## src/rtl/euler_fly_camera_update_assert.svh

```systemverilog
// ----------------------------------------------------------------------------
// fly camera assertion macros
// shared property forms for the camera update checks
// ----------------------------------------------------------------------------
`ifndef EULER_FLY_CAMERA_UPDATE_ASSERT_SVH
`define EULER_FLY_CAMERA_UPDATE_ASSERT_SVH

// same-cycle implication, quiet while in reset
`define EFC_ASSERT_IMP(label, ante, cons, msg) \
  label: assert property (@(posedge clk) disable iff (rst) (ante) |-> (cons)) \
    else $error(msg);

// next-cycle implication, quiet while in reset
`define EFC_ASSERT_NXT(label, ante, cons, msg) \
  label: assert property (@(posedge clk) disable iff (rst) (ante) |=> (cons)) \
    else $error(msg);

`endif

```

## src/rtl/efc_pkg.sv

```systemverilog
// ----------------------------------------------------------------------------
// fly camera package
// shared codes, constants, command types and fixed point helpers
// ----------------------------------------------------------------------------
`default_nettype none

package efc_pkg;

  // request kinds
  localparam logic [1:0] REQ_PLACE  = 2'd0;
  localparam logic [1:0] REQ_KEY    = 2'd1;
  localparam logic [1:0] REQ_MOUSE  = 2'd2;
  localparam logic [1:0] REQ_SCROLL = 2'd3;

  // move directions
  localparam logic [1:0] DIR_FWD   = 2'd0;
  localparam logic [1:0] DIR_BACK  = 2'd1;
  localparam logic [1:0] DIR_LEFT  = 2'd2;
  localparam logic [1:0] DIR_RIGHT = 2'd3;

  // register indexes
  localparam logic [2:0] CFG_SPEED  = 3'd0;
  localparam logic [2:0] CFG_GAIN   = 3'd1;
  localparam logic [2:0] CFG_UP_X   = 3'd2;
  localparam logic [2:0] CFG_UP_Y   = 3'd3;
  localparam logic [2:0] CFG_UP_Z   = 3'd4;
  localparam logic [2:0] CFG_YAW0   = 3'd5;
  localparam logic [2:0] CFG_PITCH0 = 3'd6;
  localparam logic [2:0] CFG_ZOOM0  = 3'd7;

  localparam int CFG_IDX_W  = 3;
  localparam int CFG_DATA_W = 25;

  // datapath operations
  localparam logic [4:0] OP_NONE   = 5'd0;
  localparam logic [4:0] OP_LOAD   = 5'd1;
  localparam logic [4:0] OP_PLACE  = 5'd2;
  localparam logic [4:0] OP_MOUSE  = 5'd3;
  localparam logic [4:0] OP_WYI    = 5'd4;
  localparam logic [4:0] OP_WPI    = 5'd5;
  localparam logic [4:0] OP_WSTEP  = 5'd6;
  localparam logic [4:0] OP_WYD    = 5'd7;
  localparam logic [4:0] OP_WPD    = 5'd8;
  localparam logic [4:0] OP_CYI    = 5'd9;
  localparam logic [4:0] OP_CPI    = 5'd10;
  localparam logic [4:0] OP_CSTEP  = 5'd11;
  localparam logic [4:0] OP_CYD    = 5'd12;
  localparam logic [4:0] OP_CPD    = 5'd13;
  localparam logic [4:0] OP_FR0    = 5'd14;
  localparam logic [4:0] OP_FR1    = 5'd15;
  localparam logic [4:0] OP_CR0    = 5'd16;
  localparam logic [4:0] OP_CR1    = 5'd17;
  localparam logic [4:0] OP_SQ     = 5'd18;
  localparam logic [4:0] OP_N2     = 5'd19;
  localparam logic [4:0] OP_SQI    = 5'd20;
  localparam logic [4:0] OP_SQS    = 5'd21;
  localparam logic [4:0] OP_DVI    = 5'd22;
  localparam logic [4:0] OP_DVS    = 5'd23;
  localparam logic [4:0] OP_DVD    = 5'd24;
  localparam logic [4:0] OP_VEL    = 5'd25;
  localparam logic [4:0] OP_DISP   = 5'd26;
  localparam logic [4:0] OP_MOVE   = 5'd27;
  localparam logic [4:0] OP_SCROLL = 5'd28;
  localparam logic [4:0] OP_PUB    = 5'd29;

  // iteration counts
  localparam int WRAP_N   = 8;
  localparam int CORDIC_N = 16;
  localparam int SQRT_N   = 32;
  localparam int DIV_N    = 16;

  // angles, degrees in Q16.16
  localparam logic signed [25:0] DEG1    = 26'sd65536;
  localparam logic signed [25:0] DEG45   = 26'sd2949120;
  localparam logic signed [33:0] DEG89   = 34'sd5832704;
  localparam logic signed [25:0] DEG90   = 26'sd5898240;
  localparam logic signed [25:0] DEG180  = 26'sd11796480;
  localparam logic [33:0]        WRAP_MOD = 34'd23592960;
  // half turn plus 128 full turns keeps the reduction operand positive
  localparam logic signed [35:0] WRAP_OFS = 36'sd3031695360;

  localparam logic [21:0]        ZOOM_MIN = 22'd65536;
  localparam logic [21:0]        ZOOM_MAX = 22'd2949120;
  localparam logic signed [24:0] YAW_LO   = -25'sd11796480;
  localparam logic signed [24:0] YAW_HI   = 25'sd11796480;

  localparam logic signed [31:0] CORDIC_K = 32'sd652032874;
  localparam logic signed [15:0] VMAX     = 16'sd16384;

  // reset values
  localparam logic [23:0]        SPEED_RST = 24'd163840;
  localparam logic [15:0]        GAIN_RST  = 16'd6554;
  localparam logic signed [24:0] YAW_RST   = -25'sd5898240;

  typedef struct packed {
    logic [4:0] op;
    logic [4:0] idx;
  } cmd_t;

  typedef struct packed {
    logic cross_zero;
  } stat_t;

  function automatic logic signed [25:0] atan_deg(input logic [3:0] i);
    logic signed [25:0] a;
    case (i)
      4'd0:    a = 26'sd2949120;
      4'd1:    a = 26'sd1740967;
      4'd2:    a = 26'sd919879;
      4'd3:    a = 26'sd466945;
      4'd4:    a = 26'sd234379;
      4'd5:    a = 26'sd117304;
      4'd6:    a = 26'sd58666;
      4'd7:    a = 26'sd29335;
      4'd8:    a = 26'sd14668;
      4'd9:    a = 26'sd7334;
      4'd10:   a = 26'sd3667;
      4'd11:   a = 26'sd1833;
      4'd12:   a = 26'sd917;
      4'd13:   a = 26'sd458;
      4'd14:   a = 26'sd229;
      default: a = 26'sd115;
    endcase
    return a;
  endfunction

  // shift right, round half away from zero
  function automatic logic signed [63:0] rnd_shr(input logic signed [63:0] v,
                                                 input logic [5:0] s);
    logic signed [63:0] h;
    h = 64'sd1 <<< (s - 6'd1);
    if (v >= 0) begin
      return (v + h) >>> s;
    end else begin
      return -((-v + h) >>> s);
    end
  endfunction

  function automatic logic signed [15:0] sat_vec(input logic signed [63:0] v);
    if (v > 64'sd16384) begin
      return VMAX;
    end else if (v < -64'sd16384) begin
      return -VMAX;
    end else begin
      return v[15:0];
    end
  endfunction

endpackage

`default_nettype wire

```

## src/rtl/efc_ctrl.sv

```systemverilog
// ----------------------------------------------------------------------------
// fly camera controller
// sequences the datapath through one request and owns both handshakes
// ----------------------------------------------------------------------------
`default_nettype none

module efc_ctrl
  import efc_pkg::*;
(
  input  wire logic       clk,
  input  wire logic       rst,
  input  wire logic       in_valid,
  output logic            in_stall,
  input  wire logic [1:0] req_type,
  output logic            out_valid,
  input  wire logic       out_stall,
  input  wire stat_t      stat,
  output cmd_t            cmd
);

  localparam logic [4:0] S_IDLE   = 5'd0;
  localparam logic [4:0] S_PLACE  = 5'd1;
  localparam logic [4:0] S_MOUSE  = 5'd2;
  localparam logic [4:0] S_WYI    = 5'd3;
  localparam logic [4:0] S_WYS    = 5'd4;
  localparam logic [4:0] S_WYD    = 5'd5;
  localparam logic [4:0] S_WPI    = 5'd6;
  localparam logic [4:0] S_WPS    = 5'd7;
  localparam logic [4:0] S_WPD    = 5'd8;
  localparam logic [4:0] S_CYI    = 5'd9;
  localparam logic [4:0] S_CYS    = 5'd10;
  localparam logic [4:0] S_CYD    = 5'd11;
  localparam logic [4:0] S_CPI    = 5'd12;
  localparam logic [4:0] S_CPS    = 5'd13;
  localparam logic [4:0] S_CPD    = 5'd14;
  localparam logic [4:0] S_FR0    = 5'd15;
  localparam logic [4:0] S_FR1    = 5'd16;
  localparam logic [4:0] S_CR0    = 5'd17;
  localparam logic [4:0] S_CR1    = 5'd18;
  localparam logic [4:0] S_SQ     = 5'd19;
  localparam logic [4:0] S_N2     = 5'd20;
  localparam logic [4:0] S_SQI    = 5'd21;
  localparam logic [4:0] S_SQS    = 5'd22;
  localparam logic [4:0] S_DVI    = 5'd23;
  localparam logic [4:0] S_DVS    = 5'd24;
  localparam logic [4:0] S_DVD    = 5'd25;
  localparam logic [4:0] S_VEL    = 5'd26;
  localparam logic [4:0] S_DISP   = 5'd27;
  localparam logic [4:0] S_MOVE   = 5'd28;
  localparam logic [4:0] S_SCROLL = 5'd29;
  localparam logic [4:0] S_DONE   = 5'd30;

  localparam logic [4:0] WRAP_LAST   = 5'(WRAP_N - 1);
  localparam logic [4:0] CORDIC_LAST = 5'(CORDIC_N - 1);
  localparam logic [4:0] SQRT_LAST   = 5'(SQRT_N - 1);
  localparam logic [4:0] DIV_LAST    = 5'(DIV_N - 1);

  logic [4:0] state, state_next;
  logic [4:0] cnt, cnt_next;
  logic       out_valid_next;

  assign in_stall = (state != S_IDLE);

  always_comb begin
    state_next     = state;
    cnt_next       = cnt;
    cmd.op         = OP_NONE;
    cmd.idx        = cnt;
    out_valid_next = out_valid && out_stall;
    unique case (state)
      S_IDLE: begin
        if (in_valid) begin
          cmd.op = OP_LOAD;
          unique case (req_type)
            REQ_PLACE: state_next = S_PLACE;
            REQ_KEY:   state_next = S_VEL;
            REQ_MOUSE: state_next = S_MOUSE;
            default:   state_next = S_SCROLL;
          endcase
        end
      end
      S_PLACE: begin cmd.op = OP_PLACE; state_next = S_WYI; end
      S_MOUSE: begin cmd.op = OP_MOUSE; state_next = S_WYI; end
      S_WYI: begin cmd.op = OP_WYI; cnt_next = '0; state_next = S_WYS; end
      S_WYS: begin
        cmd.op = OP_WSTEP;
        cnt_next = cnt + 5'd1;
        if (cnt == WRAP_LAST) begin
          state_next = S_WYD;
        end
      end
      S_WYD: begin cmd.op = OP_WYD; state_next = S_WPI; end
      S_WPI: begin cmd.op = OP_WPI; cnt_next = '0; state_next = S_WPS; end
      S_WPS: begin
        cmd.op = OP_WSTEP;
        cnt_next = cnt + 5'd1;
        if (cnt == WRAP_LAST) begin
          state_next = S_WPD;
        end
      end
      S_WPD: begin cmd.op = OP_WPD; state_next = S_CYI; end
      S_CYI: begin cmd.op = OP_CYI; cnt_next = '0; state_next = S_CYS; end
      S_CYS: begin
        cmd.op = OP_CSTEP;
        cnt_next = cnt + 5'd1;
        if (cnt == CORDIC_LAST) begin
          state_next = S_CYD;
        end
      end
      S_CYD: begin cmd.op = OP_CYD; state_next = S_CPI; end
      S_CPI: begin cmd.op = OP_CPI; cnt_next = '0; state_next = S_CPS; end
      S_CPS: begin
        cmd.op = OP_CSTEP;
        cnt_next = cnt + 5'd1;
        if (cnt == CORDIC_LAST) begin
          state_next = S_CPD;
        end
      end
      S_CPD: begin cmd.op = OP_CPD; state_next = S_FR0; end
      S_FR0: begin cmd.op = OP_FR0; state_next = S_FR1; end
      S_FR1: begin cmd.op = OP_FR1; state_next = S_CR0; end
      S_CR0: begin cmd.op = OP_CR0; state_next = S_CR1; end
      S_CR1: begin cmd.op = OP_CR1; state_next = S_SQ; end
      S_SQ:  begin cmd.op = OP_SQ;  state_next = S_N2; end
      S_N2:  begin cmd.op = OP_N2;  state_next = S_SQI; end
      S_SQI: begin
        // a zero cross product leaves right as it was
        cnt_next = '0;
        if (stat.cross_zero) begin
          state_next = S_DONE;
        end else begin
          cmd.op = OP_SQI;
          state_next = S_SQS;
        end
      end
      S_SQS: begin
        cmd.op = OP_SQS;
        cnt_next = cnt + 5'd1;
        if (cnt == SQRT_LAST) begin
          state_next = S_DVI;
        end
      end
      S_DVI: begin cmd.op = OP_DVI; cnt_next = '0; state_next = S_DVS; end
      S_DVS: begin
        cmd.op = OP_DVS;
        cnt_next = cnt + 5'd1;
        if (cnt == DIV_LAST) begin
          state_next = S_DVD;
        end
      end
      S_DVD:    begin cmd.op = OP_DVD;    state_next = S_DONE; end
      S_VEL:    begin cmd.op = OP_VEL;    state_next = S_DISP; end
      S_DISP:   begin cmd.op = OP_DISP;   state_next = S_MOVE; end
      S_MOVE:   begin cmd.op = OP_MOVE;   state_next = S_DONE; end
      S_SCROLL: begin cmd.op = OP_SCROLL; state_next = S_DONE; end
      S_DONE: begin
        // wait until the output register is free
        if (!out_valid || !out_stall) begin
          cmd.op = OP_PUB;
          out_valid_next = 1'b1;
          state_next = S_IDLE;
        end
      end
      default: state_next = S_IDLE;
    endcase
  end

  always_ff @(posedge clk) begin
    if (rst) begin
      state     <= S_IDLE;
      cnt       <= '0;
      out_valid <= 1'b0;
    end else begin
      state     <= state_next;
      cnt       <= cnt_next;
      out_valid <= out_valid_next;
    end
  end

endmodule

`default_nettype wire

```

## config.mk

```make
export PLATFORM = sky130hd
export DESIGN_NAME = efc_ctrl
export DESIGN_NICKNAME = d
export VERILOG_FILES = /design/src/rtl/euler_fly_camera_update_assert.svh /design/src/rtl/efc_pkg.sv /design/src/rtl/efc_ctrl.sv
export SDC_FILE = /design/constraint.sdc
export NUM_CORES = 1
export LEC_CHECK = 0
export BUFFER_PORTS_ARGS = -buffer_cell sky130_fd_sc_hd__buf_4
export CORE_MARGIN = 5
export CORE_UTILIZATION = 41
export DETAILED_ROUTE_END_ITERATION = 7
export GPL_TIMING_DRIVEN = 0
export PLACE_DENSITY = 0.7
export SYNTH_ARGS = -nofsm -noshare
export SYNTH_HDL_FRONTEND = slang
export SYNTH_SLANG_ARGS = --single-unit
export TNS_END_PERCENT = 50
```

## constraint.sdc

```tcl
create_clock -name clk -period 3 [get_ports clk]
set_input_delay 0.75 -clock clk [delete_from_list [all_inputs] [get_ports clk]]
set_output_delay 0.75 -clock clk [all_outputs]
set_load 0.03 [all_outputs]
```

Word-level counts from Yosys, hierarchy flattened
Index checks and enable logic that the tools add are counted. Widths: inputs -> output; s select.

Bits in registers: 11. Output and inout port bits: 12.

Reductions and logical operators: 15. Eq/ne operators: 43. $add $sub $neg: 1. Multiplexer cells: 18.

Operators by type and width (count): $pmux 5 s29 (1); $pmux 5 s28 (1); $eq 5x5->1 const B (16); $mux 5 (10); $eq 5x4->1 const B (9); $eq 5x3->1 const B (5); $ne 2x2->1 const B (8); $pmux 5 s3 (1); $reduce_or 6->1 (2); $eq 5x2->1 const B (2); $pmux 5 s2 (1); $reduce_and 8->1 (1); $reduce_or 2->1 (3); $add 5x1->5 const B (1); $eq 5x1->1 const B (1); $logic_not 5->1 (1); $reduce_bool 5->1 (1); $mux 4 (1); $mux 1 (3); $reduce_or 3->1 (1); $eq 2x1->1 const B (1); $eq 2x2->1 const B (1); $logic_not 1->1 (2); $logic_not 2->1 (1); other kinds (3) (3).

Depth between registers and ports, before layout
Gate-level depths: netlist of the first run.

Word-level depth: 4. Gate-level depth with buffers: 8. Depth with buffers taken out: 8.

Least setup slack after synthesis of the first run
Ideal clock, no wire load.

Path type: register to output. From: register state[1]. To: output cmd[9] (netlist bit). Cell stages (with the launch flop): 7. Buffers on the path: 4. Setup slack: 379 ps. Required time: 2250 ps. Arrival: 1871 ps. Cells stage by stage: dfxtp_1 -> buf_2 -> buf_2 -> buf_2 -> buf_2 -> nor3_1 -> o32ai_1.

RTL lines: start, declared (RTL line efc_ctrl.sv:58) `logic [4:0] state, state_next;`; start signal, assigned (RTL line efc_ctrl.sv:174) `state <= state_next;`; end, declared (RTL line efc_ctrl.sv:18) `output cmd_t cmd`.

==> results.md, run 1 <==
- Status: finished clean
- Clk root buf: clkbuf_4
- Largest family of logic cells by synthesized area: compound AO/OA/AOI/OAI gates
- Post-Layout Inst Area: approximately 0.0015 mm²
- TritonCTS buffer count: 3
- Maxcap violations: 0
- Most common flop cell mapped by yosys: dfxtp_1
- Critical path's slowest cell: dfxtp_1
- RR Startpoint: cnt[0]$_SDFFE_PP0P_
- Max FO, Critical Path: 10
- Number of synthesized flops with an enable pin: 0
- Port-buffer cells: 17
- Peak VDD IR: roughly 0.42 mV
- Startpoint class of the critical path: flip-flop
- Cell repeated most along the worst path: buf_2
- Slowest stage delay, CP: between 0.4 and 0.5 ns
- Initial antenna violation count: 0
- Core area: 0.00308 mm²
- Slew Limit Headroom: 0.682
- Achievable clock frequency: ~0.36 GHz
- Clock Path Buffers: 2
- Area grow syn2layout: 15.8%
- Cell Rows: 20
- Seq/Total Area, Yosys: 0.167
- Simple-gate portion of the synthesized area: 0.308
- Detailed Routing Iterations Pass 1: 4
- CTS tree: done
- Area contributors post-synth: dfxtp_1, nand2_1, ha_1
- FF+latch count, synth: 11
- Min-delay worst type: reg -> reg
- Worst Setup SP: state[0]$_SDFFE_PP0P_
- CP cell instances: clkbuf_4 > buf_2 > buf_2 > nor3_1 > o32ai_1 > buf_4
- Vias in the first global route: approximately 1200
- Die area: 0.00444 mm²
- Final Hold Vio Count: 0
- Total Routed Length: 3480 µm
- Post-Route Setup TNS: 0 ns
- ANT nets after route: 0
- Top cell type's share of synthesized area: 0.167
- Most frequent cell after synthesis: nand2_1
- Fraction of layout cells with a size suffix above 1: 0.213
- Global-route wire length before repair: between 5000 and 6000 µm
- CTS Sinks: 11
- Crit path DAT: 2.06 ns
- Post-synth top cells: nand2_1, nor2_1, a21oi_1
- CP Class: reg -> out
- Clock Skews: ~0.0037 ns
- Netlist cell types: 58
- Post-Layout Cell Count: 246
- Drt wl/cell: around 14 µm
- DR vias: roughly 1500
- Post-route DRC: 0
- Slew of the pin with the lowest slew margin: about 0.48 ns
- Synth warnings: 0
- Final period util: 0.936
- Die height: about 67 µm
- Total track usage: 0.167
- Antenna diode count: 0
- Overflow after GRT: 0
- Leakage: 0.000628 µW
- Mapped Area: about 0.0013 mm²
- Crit path time final: about 2.8 ns
- DP Area: approximately 0.0015 mm²
- FF-to-FF path depth: 8
- Final Power: 1660 µW
- Cell taking the most area after synthesis: dfxtp_1
- DR iter-0 viols: about 120
- Power Dens Cells: 1090 mW/mm²
- DP Wirelength: ~2700 µm
- Layout net count: 216
- XOR/XNOR Fraction of Synth Area: 0.0133
- Routability Congestion: a little under 0.9
- CP Capture Type: output pin
- Routed vias/inst: between 5 and 6
- Io pins: 19
- CP required: about 2.3 ns
- Syn Inst Count: approximately 180
- Dpl cells: 243
- H-Tree Depth: 1
- Initial Util: 0.428
- Worst Hold Launch: cnt[1]$_SDFFE_PP0P_
- Hold path depth: 1
- Mapped Avg Cell Area: between 7 and 8 µm²
- Max Slew Vio Count: 0
- Async S/R FF share, synth: 0
- Worst-skew pair later-pin latency: 0.29 ns
- Post-synthesis adder-cell area fraction: 0.0570
- RSZ-0062 raised after global routing: false
- Synth Area in Compound Gates: 0.320
- DIE WIDTH: 66.7 µm
- Final setup viols: 0
- Clock Pin Slew Worst Setup and Hold Paths: ~0.080 ns
- Hold Slack: roughly 0.54 ns
- Mux share of post-synthesis cell area: 0.0352
- Post-Syn Nets: approximately 200
- Largest net degree at the start of global routing: 11
[registers in the layout (all words and copies together), names as in the netlist]
signal	cells
state	5
out_valid	1
cnt	5
[cells by family after synthesis]
family / Yosys count
DFF: 11
adders and majority gates: 6
xor gates and xnor gates: 2
AOI/OAI and AO/OA: 60
buffers and inverters: 26
muxes: 4
and+or+nand+nor: 73
[final timing paths]
check / to / slack (ns)
setup / recovery: cmd[9] / 0.19
setup reg to reg: state[2]$_SDFFE_PP0P_ / 0.67
hold / removal: cnt[1]$_SDFFE_PP0P_ / 0.54
hold reg to reg: cnt[1]$_SDFFE_PP0P_ / 0.54
[per-layer routing]
metal,up-vias,wire (µm),global-route usage
li1,724,-,-
met1,668,1560,0.239
met2,64,1610,0.259
met3,2,297,0.0371
met4,0,7,0.0254
met5,-,0,0
[area by class of cell]
cell class / count / area, µm²
well taps: 44 / 55.1
fillers: 304 / 1550
clock buffers: 3 / 22.5
plain buffers: 16 / 93.8
multi-input cells: 145 / 966
inverters: 9 / 33.8
flip-flops and latches: 11 / 220
repair buffers: 17 / 128
clock inverters: 1 / 5.00
[worst max-delay path, delay by kind of cell (launching register included)]
kind,cells,cell delay (ns)
AOI/OAI and AO/OA,1,0.29
buffers and inverters,4,0.95
DFF,1,0.45
and+or+nand+nor,1,0.08
[report_power, final]
| part | switching [µW] | internal, µW |
|---|---|---|
| Combinational | 819 | 511 |
| Sequential | 29.8 | 187 |
| Clock | 60.6 | 49.6 |
[per-stage QoR]
| step | worst slack, ns | utilization |
|---|---|---|
| 2_1_floorplan | 0.379 | - |
| 3_3_place_gp | 0.480 | 0.487 |
| 3_5_place_dp | 0.495 | 0.487 |
| 4_1_cts | 0.182 | 0.496 |
| 5_1_grt | 0.0120 | 0.495 |
| 6_report | 0.191 | 0.495 |
[cells in the final DEF (no fill, tap or decap), types with 2 or more instances in the layout]
cell and instances:
o311a_1 2, nand3_1 5, and3_1 2, a31oi_1 3
o211ai_1 3, nor3_1 3, a21oi_1 14, nor2b_1 3
o21ai_0 13, nand3b_1 4, nand2_1 21, o221ai_1 3
dfxtp_1 11, ha_1 6, a22o_1 2, nor4bb_1 2
xor2_1 2, mux2i_1 2, nor4_1 2, buf_2 9
or3_1 2, buf_4 20, o21bai_1 2, inv_1 8
nor2_1 15, clkbuf_4 4, nand2b_1 3, a311o_1 2
nor4b_1 2, clkbuf_1 2
[timing repair]
action / CTS / global route
hold buffers: 0 / 0
gates resized for setup: 0 / 1
setup buffers: 0 / 0
endpoints found under the setup margin: 0 / 2
No activity file was read; power rests on OpenSTA's default activity.
==> inputs of run 2 (changes only) <==
Settings changed: CELL_PAD_IN_SITES_DETAIL_PLACEMENT from default to 0, CELL_PAD_IN_SITES_GLOBAL_PLACEMENT from default to 1, PLACE_DENSITY 0.7 to 0.89.
==> results.md, run 2 (synthesized netlist as in run 1, its figures left out) <==
- Routability Congestion: 0.962 (was 0.887)
- Largest net degree at the start of global routing: 11 (unchanged)
- Clock Skews: 0.000848 ns (was 0.00370 ns)
- Max FO, Critical Path: 10 (unchanged)
- CP Capture Type: output pin (unchanged)
- Biggest regs: cnt x5, state x5, out_valid x1 (unchanged)
- Post-Route Setup TNS: 0 ns (unchanged)
- Final setup viols: 0 (unchanged)
- H-Tree Depth: 1 (unchanged)
- Max Slew Vio Count: 0 (unchanged)
- PostCTS Resize Cnt: 0 (unchanged)
- Initial Util: 0.428 (unchanged)
- Most common cell after layout, fill and taps aside: nand2_1 (unchanged)
- Startpoint class of the critical path: flip-flop (unchanged)
- Total track usage: 0.187 (was 0.167)
- RSZ-0062 raised after global routing: false (unchanged)
- Post-CTS Hold Buffers: 0 (unchanged)
- Area grow syn2layout: 15.5% (was 15.8%)
- Overflow after GRT: 0 (unchanged)
- Cell Rows: 20 (unchanged)
- Crit path DAT: 2.08 ns (was 2.06 ns)
- Leakage: 0.000625 µW (was 0.000628 µW)
- DP Wirelength: 2890 µm (was 2670 µm)
- Drt wl/cell: 15.4 µm (was 14.1 µm)
- Final Power: 1670 µW (was 1660 µW)
- DR vias: 1463 (was 1458)
- Multi-input gate area: 966 µm² (unchanged)
- Clk root buf: clkbuf_4 (unchanged)
- Antenna diode count: 0 (unchanged)
- Maxcap violations: 0 (unchanged)
- CTS Sinks: 11 (unchanged)
- Core area: 0.00308 mm² (unchanged)
- Io pins: 19 (unchanged)
- Slew of the pin with the lowest slew margin: 0.484 ns (was 0.477 ns)
- DR iter-0 viols: 83 (was 115)
- Final period util: 0.943 (was 0.936)
- Status: finished clean (unchanged)
- Port-buffer cells: 17 (unchanged)
- Detailed Routing Iterations Pass 1: 4 (unchanged)
- Peak VDD IR: 0.563 mV (was 0.418 mV)
- Global-route wire length before repair: 6500 µm (was 5780 µm)
- Achievable clock frequency: 0.353 GHz (was 0.356 GHz)
- Fraction of layout cells with a size suffix above 1: 0.208 (was 0.213)
- CTS tree: done (unchanged)
- Setup bufs post-CTS: 0 (unchanged)
- Power Dens Cells: 1100 mW/mm² (was 1090 mW/mm²)
- CP Class: reg -> out (unchanged)
- ANT nets after route: 0 (unchanged)
- Number of fill cells: 308 (was 304)
- Vias in the first global route: 1369 (was 1215)
- Initial antenna violation count: 0 (unchanged)
- Layout net count: 216 (unchanged)
- Total Routed Length: 3800 µm (was 3480 µm)
- Slew Limit Headroom: 0.677 (was 0.682)
- Crit path time final: 2.83 ns (was 2.81 ns)
- DIE WIDTH: 66.7 µm (unchanged)
- FF+latch area: 220 µm² (unchanged)
- TritonCTS buffer count: 3 (unchanged)
- Die height: 66.7 µm (unchanged)
- Routed vias/inst: 5.95 (was 5.93)
- Final Core Density: 0.494 (was 0.495)
- Final Hold Vio Count: 0 (unchanged)
- Most frequent cells in the layout: nand2_1, buf_4, nor2_1, a21oi_1, o21ai_0 (unchanged)
- Clock Pin Slew Worst Setup and Hold Paths: 0.07 ns (was 0.08 ns)
- Die area: 0.00444 mm² (unchanged)
- CP required: 2.25 ns (about the same)
- Min-delay worst type: reg -> reg (unchanged)
- Worst-skew pair later-pin latency: 0.26 ns (was 0.29 ns)
- Clock Path Buffers: 2 (unchanged)
- Post-route DRC: 0 (unchanged)
[run 2: changes by cell type in the layout (fill, tap and decap cells not counted), sizes merged]
cell,delta
buf,+1
clkinv,-1
[run 2: worst paths after layout]
check / start / endpoint / slack (ns) / cells after the start
max: state[0]$_SDFFE_PP0P_ / cmd[8] / 0.17 / 8
min: cnt[1]$_SDFFE_PP0P_ / cnt[1]$_SDFFE_PP0P_ / 0.55 / 1
max reg2reg: cnt[0]$_SDFFE_PP0P_ / state[2]$_SDFFE_PP0P_ / 0.68 / 8
min reg2reg: cnt[1]$_SDFFE_PP0P_ / cnt[1]$_SDFFE_PP0P_ / 0.55 / 1
[run 2: worst max-delay path, stage by stage, from the launching register on]
cell and delay (ns):
dfxtp_1 0.45, buf_2 0.28, buf_2 0.26, buf_2 0.24
nor2_1 0.07, o211ai_1 0.17, nand2_1 0.07, o21ai_0 0.08
buf_4 0.18
[run 2: power breakdown]
| part | internal, µW | switching, µW | leakage, µW |
|---|---|---|---|
| Combinational | 509 | 845 | 0.000520 |
| Clock | 51.4 | 50.5 | 0.0000150 |
| Sequential | 187 | 30.6 | 0.0000900 |
| Total | 748 | 926 | 0.000625 |
[run 2: layout make-up]
cell class | instances | area share
repair buffers | 17 | 0.0840
flip-flops and latches | 11 | 0.145
multi-input cells | 145 | 0.635
plain buffers | 16 | 0.0601
well taps | 44 | 0.0362
clock buffers | 4 | 0.0173
inverters | 9 | 0.0222
[run 2: through the flow]
step / hold slack (ns) / cell area (µm²) / worst slack (ns) / instances
finish: 0.545 / 1520 / 0.171 / 246
global route: 0.561 / 1520 / 0.0466 / 246
CTS: 0.544 / 1530 / 0.201 / 247
detailed placement: 0.522 / 1500 / 0.505 / 243
global placement: 0.510 / 1500 / 0.504 / 243
floorplan: 0.627 / 1320 / 0.379 / 182
[run 2: metal layers]
metal  vias to the layer above  routed length, µm  GRT usage
met1                       686               1690      0.258
met5                         -                  0          0
met3                         7                224     0.0236
li1                        710                  -          -
met4                         0                 59     0.0736
met2                        60               1820      0.293
